===== config.mk =====
export PLATFORM = sky130hd
export DESIGN_NAME = first_fit_region_allocator_core
export DESIGN_NICKNAME = d
export VERILOG_FILES = /design/src/rtl/core/ffra_pkg.sv /design/src/rtl/core/first_fit_region_allocator_core.sv /design/src/rtl/core/ffra_table_mem.sv
export SDC_FILE = /design/constraint.sdc
export NUM_CORES = 1
export LEC_CHECK = 0
export BUFFER_PORTS_ARGS = -buffer_cell sky130_fd_sc_hd__buf_2
export CORE_ASPECT_RATIO = 0.8
export CORE_MARGIN = 5
export CORE_UTILIZATION = 45
export CTS_BUF_LIST = sky130_fd_sc_hd__clkbuf_16
export DETAILED_ROUTE_END_ITERATION = 10
export PLACE_DENSITY = 0.56
export SLEW_MARGIN = 10
export SYNTH_ARGS = -nofsm -noshare
export SYNTH_HDL_FRONTEND = slang
export SYNTH_SLANG_ARGS = --single-unit

===== constraint.sdc =====
create_clock -name clk -period 6.1 [get_ports clk]
set_input_delay 0.305 -clock clk [delete_from_list [all_inputs] [get_ports clk]]
set_output_delay 0.305 -clock clk [all_outputs]
set_load 0.01 [all_outputs]

===== src/rtl/core/ffra_pkg.sv =====
// Package for the first-fit region allocator: sizes, status codes, request codes.
// No dependencies.
package ffra_pkg;
  localparam int HEAP_BYTES_DEF    = 256;
  localparam int TABLE_ENTRIES_DEF = 64;

  localparam logic [1:0] REQ_ALLOC   = 2'd0;
  localparam logic [1:0] REQ_FREE    = 2'd1;
  localparam logic [1:0] REQ_REALLOC = 2'd2;

  localparam logic [1:0] ST_DONE     = 2'd0;
  localparam logic [1:0] ST_FULL     = 2'd1;
  localparam logic [1:0] ST_NOROOM   = 2'd2;
  localparam logic [1:0] ST_NOTFOUND = 2'd3;
endpackage


===== src/rtl/core/first_fit_region_allocator_core.sv =====
// First-fit region allocator. A request is taken when start is high and busy
// is low; busy stays high until the single result appears for one cycle with
// done high (the receiver cannot stall). Each table entry visited is read,
// then compared or written back, through the table RAM's separate read and
// write ports. A reallocate is a free followed, if its region is found, by an
// allocate.
// Depends on ffra_pkg and ffra_table_mem.
module first_fit_region_allocator_core import ffra_pkg::*; #(
  parameter int HEAP_BYTES    = HEAP_BYTES_DEF,
  parameter int TABLE_ENTRIES = TABLE_ENTRIES_DEF
) (
  input  logic                          clk,
  input  logic                          rst,
  input  logic                          start,
  output logic                          busy,
  input  logic [1:0]                    req_type,
  input  logic [$clog2(HEAP_BYTES):0]   alloc_size,
  input  logic [$clog2(HEAP_BYTES)-1:0] region_start,
  output logic                          done,
  output logic [$clog2(HEAP_BYTES)-1:0] granted_start,
  output logic [1:0]                    status
);
  localparam int SW = $clog2(HEAP_BYTES);
  localparam int LW = SW + 1;
  localparam int AW = $clog2(TABLE_ENTRIES);
  localparam int CW = AW + 1;
  localparam logic [CW-1:0] TE = CW'(TABLE_ENTRIES);
  localparam logic [LW:0] HB = (LW+1)'(HEAP_BYTES);

  typedef enum logic [7:0] {
    S_IDLE  = 8'b00000001,
    S_FSCAN = 8'b00000010,  // free: search match
    S_FMOVE = 8'b00000100,  // free: compact down
    S_ASCAN = 8'b00001000,  // alloc: search gap
    S_AMOVE = 8'b00010000,  // alloc: shift up
    S_AWR   = 8'b00100000,
    S_OUT   = 8'b01000000,
    S_AWAIT = 8'b10000000
  } state_t;

  state_t state;
  logic [1:0] req;
  logic [LW-1:0] size;
  logic [SW-1:0] where;
  logic [CW-1:0] count, idx, pos;
  logic          rd_pend;
  logic [LW:0]   prev_end;
  logic [SW-1:0] ins_start;
  logic [1:0]    st;
  logic [SW-1:0] gnt;

  logic          we;
  logic [AW-1:0] waddr, raddr;
  logic [SW-1:0] wstart, rstart;
  logic [LW-1:0] wlen, rlen;

  ffra_table_mem #(.AW(AW), .SW(SW), .LW(LW)) u_mem (
    .clk, .we, .waddr, .wstart, .wlen, .raddr, .rstart, .rlen
  );

  logic [LW:0] rd_end;
  assign rd_end = (LW+1)'(rstart) + (LW+1)'(rlen);
  assign busy = (state != S_IDLE);

  // Entry read issued at idx; data valid the next cycle (rd_pend).
  always_comb begin
    raddr  = idx[AW-1:0];
    we     = 1'b0;
    waddr  = idx[AW-1:0];
    wstart = rstart;
    wlen   = rlen;
    unique case (state)
      S_FMOVE: begin
        we    = rd_pend;
        waddr = AW'(idx - 1'b1);
      end
      S_AMOVE: begin
        we    = rd_pend;
        waddr = AW'(idx + 1'b1);
      end
      S_AWR: begin
        we     = 1'b1;
        waddr  = pos[AW-1:0];
        wstart = ins_start;
        wlen   = size;
      end
      default: ;
    endcase
  end

  always_ff @(posedge clk) begin
    if (rst) begin
      state   <= S_IDLE;
      count   <= '0;
      done    <= 1'b0;
      rd_pend <= 1'b0;
    end else begin
      done    <= 1'b0;
      rd_pend <= 1'b0;
      unique case (state)
        S_IDLE: if (start) begin
          req   <= req_type;
          size  <= alloc_size;
          where <= region_start;
          st    <= ST_DONE;
          gnt   <= '0;
          idx   <= '0;
          priority if (req_type == REQ_FREE || req_type == REQ_REALLOC) begin
            state <= S_FSCAN;
          end else if (req_type == REQ_ALLOC) state <= S_AWAIT;
          else state <= S_OUT;
        end
        S_FSCAN: begin
          if (!rd_pend) begin
            if (idx >= count) begin
              st <= ST_NOTFOUND;
              state <= S_OUT;
            end else rd_pend <= 1'b1;
          end else if (rstart == where) begin
            count <= count - 1'b1;
            idx   <= idx + 1'b1;
            state <= S_FMOVE;
          end else idx <= idx + 1'b1;
        end
        S_FMOVE: begin
          // idx: entry to move down; count already decremented
          if (!rd_pend) begin
            if (idx > count) begin
              if (req == REQ_REALLOC) begin
                idx <= '0;
                state <= S_AWAIT;
              end else state <= S_OUT;
            end else rd_pend <= 1'b1;
          end else idx <= idx + 1'b1;
        end
        S_AWAIT: begin
          idx <= '0;
          prev_end <= '0;
          priority if (count >= TE) begin
            st <= ST_FULL;
            state <= S_OUT;
          end else if (count == '0) begin
            if ((LW+1)'(size) > HB) begin
              st <= ST_NOROOM;
              state <= S_OUT;
            end else begin
              ins_start <= '0;
              pos <= '0;
              state <= S_AWR;
            end
          end else state <= S_ASCAN;
        end
        S_ASCAN: begin
          // gap before entry idx: [prev_end, rstart)
          if (!rd_pend) begin
            if (idx >= count) begin
              if (prev_end + (LW+1)'(size) > HB) begin
                st <= ST_NOROOM;
                state <= S_OUT;
              end else begin
                ins_start <= prev_end[SW-1:0];
                gnt <= prev_end[SW-1:0];
                pos <= count;
                state <= S_AWR;
              end
            end else rd_pend <= 1'b1;
          end else if ((LW+1)'(rstart) >= prev_end &&
                       (LW+1)'(rstart) - prev_end >= (LW+1)'(size)) begin
            ins_start <= prev_end[SW-1:0];
            gnt <= prev_end[SW-1:0];
            pos <= idx;
            idx <= count - 1'b1;
            state <= S_AMOVE;
          end else begin
            prev_end <= rd_end;
            idx <= idx + 1'b1;
          end
        end
        S_AMOVE: begin
          // idx walks down from count-1 to pos, moving each entry up one
          if (!rd_pend) rd_pend <= 1'b1;
          else if (idx == pos) state <= S_AWR;
          else idx <= idx - 1'b1;
        end
        S_AWR: begin
          count <= count + 1'b1;
          state <= S_OUT;
        end
        S_OUT: begin
          done <= 1'b1;
          granted_start <= (st == ST_DONE) ? gnt : '0;
          status <= st;
          state <= S_IDLE;
        end
        default: state <= S_IDLE;
      endcase
    end
  end
endmodule


===== src/rtl/core/ffra_table_mem.sv =====
// Region table storage: one synchronous RAM holding start and length per entry.
// Depends on ffra_pkg.
module ffra_table_mem import ffra_pkg::*; #(
  parameter int AW = 6,
  parameter int SW = 8,
  parameter int LW = 9
) (
  input  logic          clk,
  input  logic          we,
  input  logic [AW-1:0] waddr,
  input  logic [SW-1:0] wstart,
  input  logic [LW-1:0] wlen,
  input  logic [AW-1:0] raddr,
  output logic [SW-1:0] rstart,
  output logic [LW-1:0] rlen
);
  logic [SW+LW-1:0] mem [2**AW];

  always_ff @(posedge clk) begin
    if (we) mem[waddr] <= {wstart, wlen};
    {rstart, rlen} <= mem[raddr];
  end
endmodule

# Word level (Yosys, flattened, before mapping)
# Memories as Yosys holds them, arrays and structs flattened. A register that Yosys moved wholly into a read port is not among the register bits.
# Cells that the tools add are included.
[word_totals]
latchBits = 0
out_inout_bits = 12
rom_bits = 0
ramBits = 1088
mem_count = 1
regBits = 88
elab_cells = 169
[classes]
n_mul = 0
add_sub_neg = 7
n_lt_le_gt_ge = 7
reduce_logical = 21
n_bitwise = 1
mux = 76
eq_ne = 41
div = 0
n_shift = 0
[memory_table]
columns = ["memory", "words", "width", "rd", "rd_ports_with_merged_regs", "write_ports", "line", "text"]
rows = [
  ["u_mem.mem", 64, 17, 1, 1, 1, "ffra_table_mem.sv:17", "logic [SW+LW-1:0] mem [2**AW];"],
]
[ops]
columns = ["op", "count"]
rows = [
  ["2-to-1 mux 8 bit", 25],
  ["2-to-1 mux 7 bit", 20],
  ["one-hot mux 8 bit (7 select lines)", 1],
  ["one-hot mux 7 bit (6 select lines)", 1],
  ["inequality test 2 bit, second input constant", 18],
  ["one-hot mux 8 bit (2 select lines)", 2],
  ["one-hot mux 7 bit (2 select lines)", 2],
  ["inequality test 3 bit, second input constant", 9],
  ["2-to-1 mux 10 bit", 2],
  ["one-hot mux 10 bit (2 select lines)", 1],
  ["2-to-1 mux 2 bit", 9],
  ["one-hot mux 6 bit (3 select lines)", 1],
  ["AND reduction 9 bit", 2],
  ["adder 7 x 1 -> 7 bit, second input constant", 2],
  ["subtractor 7 x 1 -> 7 bit, second input constant", 2],
  ["adder 10 x 9 -> 10 bit", 1],
  ["adder 8 x 9 -> 10 bit", 1],
  [">= comparator 10 x 9 -> 1 bit", 1],
  [">= comparator 8 x 10 -> 1 bit", 1],
  ["> comparator 10 x 9 -> 1 bit, second input constant", 1],
  ["AND reduction 10 bit", 1],
  ["subtractor 8 x 10 -> 10 bit", 1],
  ["> comparator 9 bit, second input constant", 1],
  ["2-to-1 mux 9 bit", 1],
  ["other kinds (34)", 47],
]

# Longest topological paths before layout
[logic_depth]
word_depth = 6
depth_mapped = 17
mapped_depth_nobuf = 16

# Hierarchy
# A second synthesis with hierarchy kept.
[unflattened]
cells_unflattened = 2530
hier_area_um2 = 48345.1
[by_module_without_submodules]
columns = ["mod", "instances", "seq_area_each_um2", "area_per_inst_um2", "cells_per_inst"]
rows = [
  ["ffra_table_mem", 1, 33011.7, 42117.9, 1875],
  ["first_fit_region_allocator_core", 1, 2472.4, 6227.2, 655],
]

# Worst setup path after synthesis
# No wires, ideal clock.
[synth_path]
path_type = "reg2reg"
from = "register state[7]"
to = "memory u_mem.mem[0][5] (netlist name), data pin"
n_path_buf = 2
arrival_time_ps = 4190
setup_time_ps = 702
slack_ps = 1208
stages_incl_launch_ff = 7
required_ps = 5398
synth_period_minus_slack_ps = 4892
cell_sequence = "dfxtp_1 -> or4_4 -> nor3_1 -> nand2_1 -> clkbuf_1 -> clkbuf_1 -> o21ai_0"
[synth_via]
elab_chain_len = 2
[synth_rtl]
columns = ["item", "line", "text"]
rows = [
  ["start, declared", "first_fit_region_allocator_core.sv:41", "state_t state;"],
  ["start signal, assigned", "first_fit_region_allocator_core.sv:93", "state <= S_IDLE;"],
  ["start signal, assigned", "first_fit_region_allocator_core.sv:109", "state <= S_FSCAN;"],
  ["start signal, assigned", "first_fit_region_allocator_core.sv:110", "end else if (req_type == REQ_ALLOC) state <= S_AWAIT;"],
  ["== test 8 x 6 -> 1 bit", "first_fit_region_allocator_core.sv:72", "unique case (state)"],
  ["2-to-1 mux 9 bit", "first_fit_region_allocator_core.sv:72", ""],
  ["net u_mem.wlen[5]", "ffra_table_mem.sv:12", "input logic [LW-1:0] wlen,"],
  ["end, declared", "ffra_table_mem.sv:17", ""],
]
# The timed path passes the listed nets, and every way through them passes these cells.

# Worst setup path in the final report
[layout_path]
from = "register prev_end[3]"
to = "register prev_end[8] (enable)"
[layout_via]
elab_chain_len = 5
[layout_rtl]
columns = ["item", "line", "text"]
rows = [
  ["start, declared", "first_fit_region_allocator_core.sv:47", "logic [LW:0] prev_end;"],
  ["start signal, assigned", "first_fit_region_allocator_core.sv:175", "prev_end <= rd_end;"],
  ["subtractor 8 x 10 -> 10 bit", "first_fit_region_allocator_core.sv:168", "(LW+1)'(rstart) - prev_end >= (LW+1)'(size)) begin"],
  [">= comparator 10 x 9 -> 1 bit", "first_fit_region_allocator_core.sv:168", ""],
  ["logical AND 1 bit (*)", "first_fit_region_allocator_core.sv:167", "end else if ((LW+1)'(rstart) >= prev_end &&"],
  ["inequality test 2 bit (no line) (*)", "n/a", ""],
  ["AND reduction 4 bit (no line) (*)", "n/a", ""],
]
# Mark *: on every way between the ends. The rest lies on a longest branch, timed or not.
# A chain may end at the register's enable or synchronous reset.

==> summary.txt <==
Floorplan
  – Row count: 107
  – Core ar.: 0.106 mm^2
  – Initial Utilization: 45.1%
  – Die X: 375 um
  – I/O Pins: 34
  – Die area: 0.113 mm^2
  – Die Height: 302 um

Synthesis
  – Yosys warns: 0
  – Async set-reset flop share out of synthesis: 0%
  – Seq/Total Area, Yosys: 74.0%
  – Synth cell types: 67
  – Multiplexer share of the synthesized area: 17.0%
  – Net Count, Synth: 2373
  – Synth Cell Area: 0.0479 mm^2
  – Yosys reg bits: 1193
  – Syn Area/Cell: 20.8 um^2
  – Number of synthesized flops with an enable pin: 1159
  – Main synth FF type: edfxtp_1
  – Synth Area in Simple Gates: 3.14%
  – Post-Synthesis Cells: 2299
  – Largest family of logic cells by synthesized area: multiplexers
  – Xor and xnor area share after synthesis: 0.914%
  – Post-Synth Adder-Cell Area: 1.40%
  – Synth Area in Compound Gates: 2.16%

CTS
  – Sink Count: 1193
  – H-tree levels: 3
  – Later-pin clock latency in the skew report: 0.72 ns
  – CTS tree: built
  – Max clock buf depth: 3
  – Root Buffer: clkbuf_16
  – Post-cts gate resize count: 0
  – Num CTS Buffers: 113
  – Setup bufs post-CTS: 0
  – Clk slew on worst S/H paths: 0.07 ns

Global route
  – Largest net degree at the start of global routing: 139
  – Antenna violations before repair: 7
  – First-pass GRT wire length: 172000 um
  – Number of global-route vias before repair: 24000
  – GRT Util Overall: 21.2%
  – Total grt overflow: 0

Detailed routing
  – Initial DRT Pass Iterations: 8
  – Post-Route WL: 120000 um
  – Initial drt markers: 2307
  – DRC violations left: 0
  – ANT nets after route: 0
  – Drt wl/cell: 30.1 um
  – DR vias/cell: 5.97
  – Routed vias: 23700

Timing
  – Fin crit period: 5.04 ns
  – RSZ-0062 raised after global routing: no
  – Slew Viols, Final: 0
  – Hold Slack: 0.165 ns
  – Clock Skews: 0.0227 ns
  – Final TNS setup: 0 ns
  – Worst slew pin tran: 1.17 ns
  – Final hold viol count: 0
  – Final Setup Violations: 0
  – Fmax: 198 MHz
  – Worst slew margin: 21.9%
  – Final period utilization: 82.7%

Power and ir drop
  – Leakage: 17.2 nW
  – Pwr dens: 413 mW/mm^2
  – Worst vdd ir: 0.000317 V

Final layout
  – Area grow syn2layout: 13.0%
  – Commonest cells after routing, fill and taps aside: 1159 x edfxtp_1, 357 x mux4_2, 113 x clkbuf_16, 95 x buf_4
  – Core Util, Final: 51.0%
  – Commonest non-fill, non-tap cell in the layout: edfxtp_1
  – Nets@finish: 2530
  – Share of cells above drive strength 1: 28.4%

Placement
  – Hpwl dp: 69800 um
  – RD Place Congestion: 0.871
  – Port bufs: 33

Status
  – Status: finished clean

Critical path
  – Startpoint Class: register
  – Kind of critical path: reg -> reg
  – Slowest stage cell, crit path: a21oi_1
  – CP bufs+invs: 1
  – Worst Path Max Fanout: 11
  – Worst path arrival time: 5.36 ns
  – CP Capture Type: register
  – Worst Path Required: 6.41 ns
  – Family with the most delay on the worst path: compound AO/OA/AOI/OAI gates
  – Max incr delay on CP: 0.93 ns
  – Most frequent CP cell: a21o_1
  – Cell Chain, Critical Path: inv_1 -> ha_1 -> a21o_1 -> a221o_1 -> a21o_1 -> a21oi_1 -> xnor2_1 -> ha_1 -> a2111oi_0 -> o21ai_0 -> o32ai_1 -> a21o_1 -> nand3_1 -> a21oi_1

Min path
  – Hold WC Path Type: in -> reg

Flow run
  – Max cap viols: 0
==> sequential cells by signal (all words and copies together) (netlist names), 8 cells and up <==
| name | flops |
|---|---|
| state | 8 |
| where | 8 |
| granted_start | 8 |
| u_mem.rlen | 9 |
| gnt | 8 |
| prev_end | 10 |
| ins_start | 8 |
| u_mem.rstart | 8 |
| u_mem.mem | 1088 |
| size | 9 |
==> synth_stat cells (all sizes together) (3+ instances only) <==
library cell,instances,area [um^2]
or4,3,26.3
o21ai,40,204
a21o,18,135
nand3,20,105
nor2b,8,50.1
a211oi,4,30.0
dfxtp,34,681
mux2i,10,100
nor4,8,50.1
inv,37,139
o22ai,5,31.3
nor3,13,65.1
edfxtp,1159,34800
nor2,142,538
a22oi,4,30.0
o21a,4,30.0
nand4,8,50.1
buf,53,295
nand2b,10,62.6
a221oi,5,43.8
o211ai,3,22.5
nand2,92,345
clkbuf,57,214
a2111oi,4,36.3
a21oi,36,184
a221o,6,60.1
mux4,357,8040
xnor2,35,307
and3,6,37.5
a31oi,5,31.3
fa,3,60.1
and2,12,75.1
xor2,15,131
ha,49,613
==> worst paths after layout <==
| check | from | endpoint | slack [ns] | cells after the start |
|---|---|---|---|---|
| max | prev_end[3]$_SDFFCE_PN0P_ | prev_end[8]$_SDFFCE_PN0P_ | 1.06 | 14 |
| min | start | state[2]$_SDFFE_PP0P_ | 0.16 | 5 |
| max reg2reg | prev_end[3]$_SDFFCE_PN0P_ | prev_end[8]$_SDFFCE_PN0P_ | 1.06 | 14 |
| min reg2reg | st[1]$_DFFE_PP_ | status[1]$_DFFE_PP_ | 0.47 | 0 |
==> cell families after synthesis <==
kind of cell | after synthesis
AO/OA/AOI/OAI | 156
XOR/XNOR | 50
adder cells (fa/ha/maj) | 52
buffers and inverters | 147
flip-flops | 1193
multiplexers | 367
AND/OR/NAND/NOR | 334
==> timing repair <==
item | CTS | global route
hold endpoints to repair | 28 | 0
setup endpoints to repair | 0 | 0
hold buffers | 20 | 0
==> through the flow <==
stage                     cells  total power, W  setup slack [ns]  cell area, um^2
after floorplan            2299          0.0139              1.21            47900
after global placement     3738          0.0157              1.07            50400
after detailed placement   3738          0.0159              1.09            50400
after CTS                  3964          0.0225              1.06            54100
after global routing       3964          0.0232             0.738            54100
final                      3967          0.0224              1.06            54100
==> worst reg2reg max path, stage by stage (launching register included) <==
cell	delay [ns]
edfxtp_1	0.42
inv_1	0.12
ha_1	0.29
a21o_1	0.22
a221o_1	0.41
a21o_1	0.20
a21oi_1	0.16
xnor2_1	0.15
ha_1	0.26
a2111oi_0	0.36
o21ai_0	0.16
o32ai_1	0.37
a21o_1	0.46
nand3_1	0.12
a21oi_1	0.93
==> final cells by class <==
class	instances	area, um^2
Fill cell	8390	52000
Sequential cell	1193	35500
Multi-Input combinational cell	959	12100
Clock buffer	113	2830
Tap cell	1417	1770
Timing Repair Buffer	152	1160
Clock inverter	93	658
Inverter	37	139
Antenna cell	3	7.51
==> metal layers <==
layer / part of all wire, % / global-route usage (%) / vias up
li1: - / - / 9879
met1: 44 / 31.6 / 12800
met2: 45 / 31.8 / 816
met3: 8.2 / 5.61 / 149
met4: 2.0 / 4.33 / 0
met5: 0 / 0 / -
==> power breakdown <==
part           switching [W]  leakage (nW)  internal [W]
registers           0.000160          10.7        0.0103
clock network        0.00300          1.81       0.00369
logic                0.00339          4.63       0.00187
Note: power is estimated with default switching activity, not from simulation.
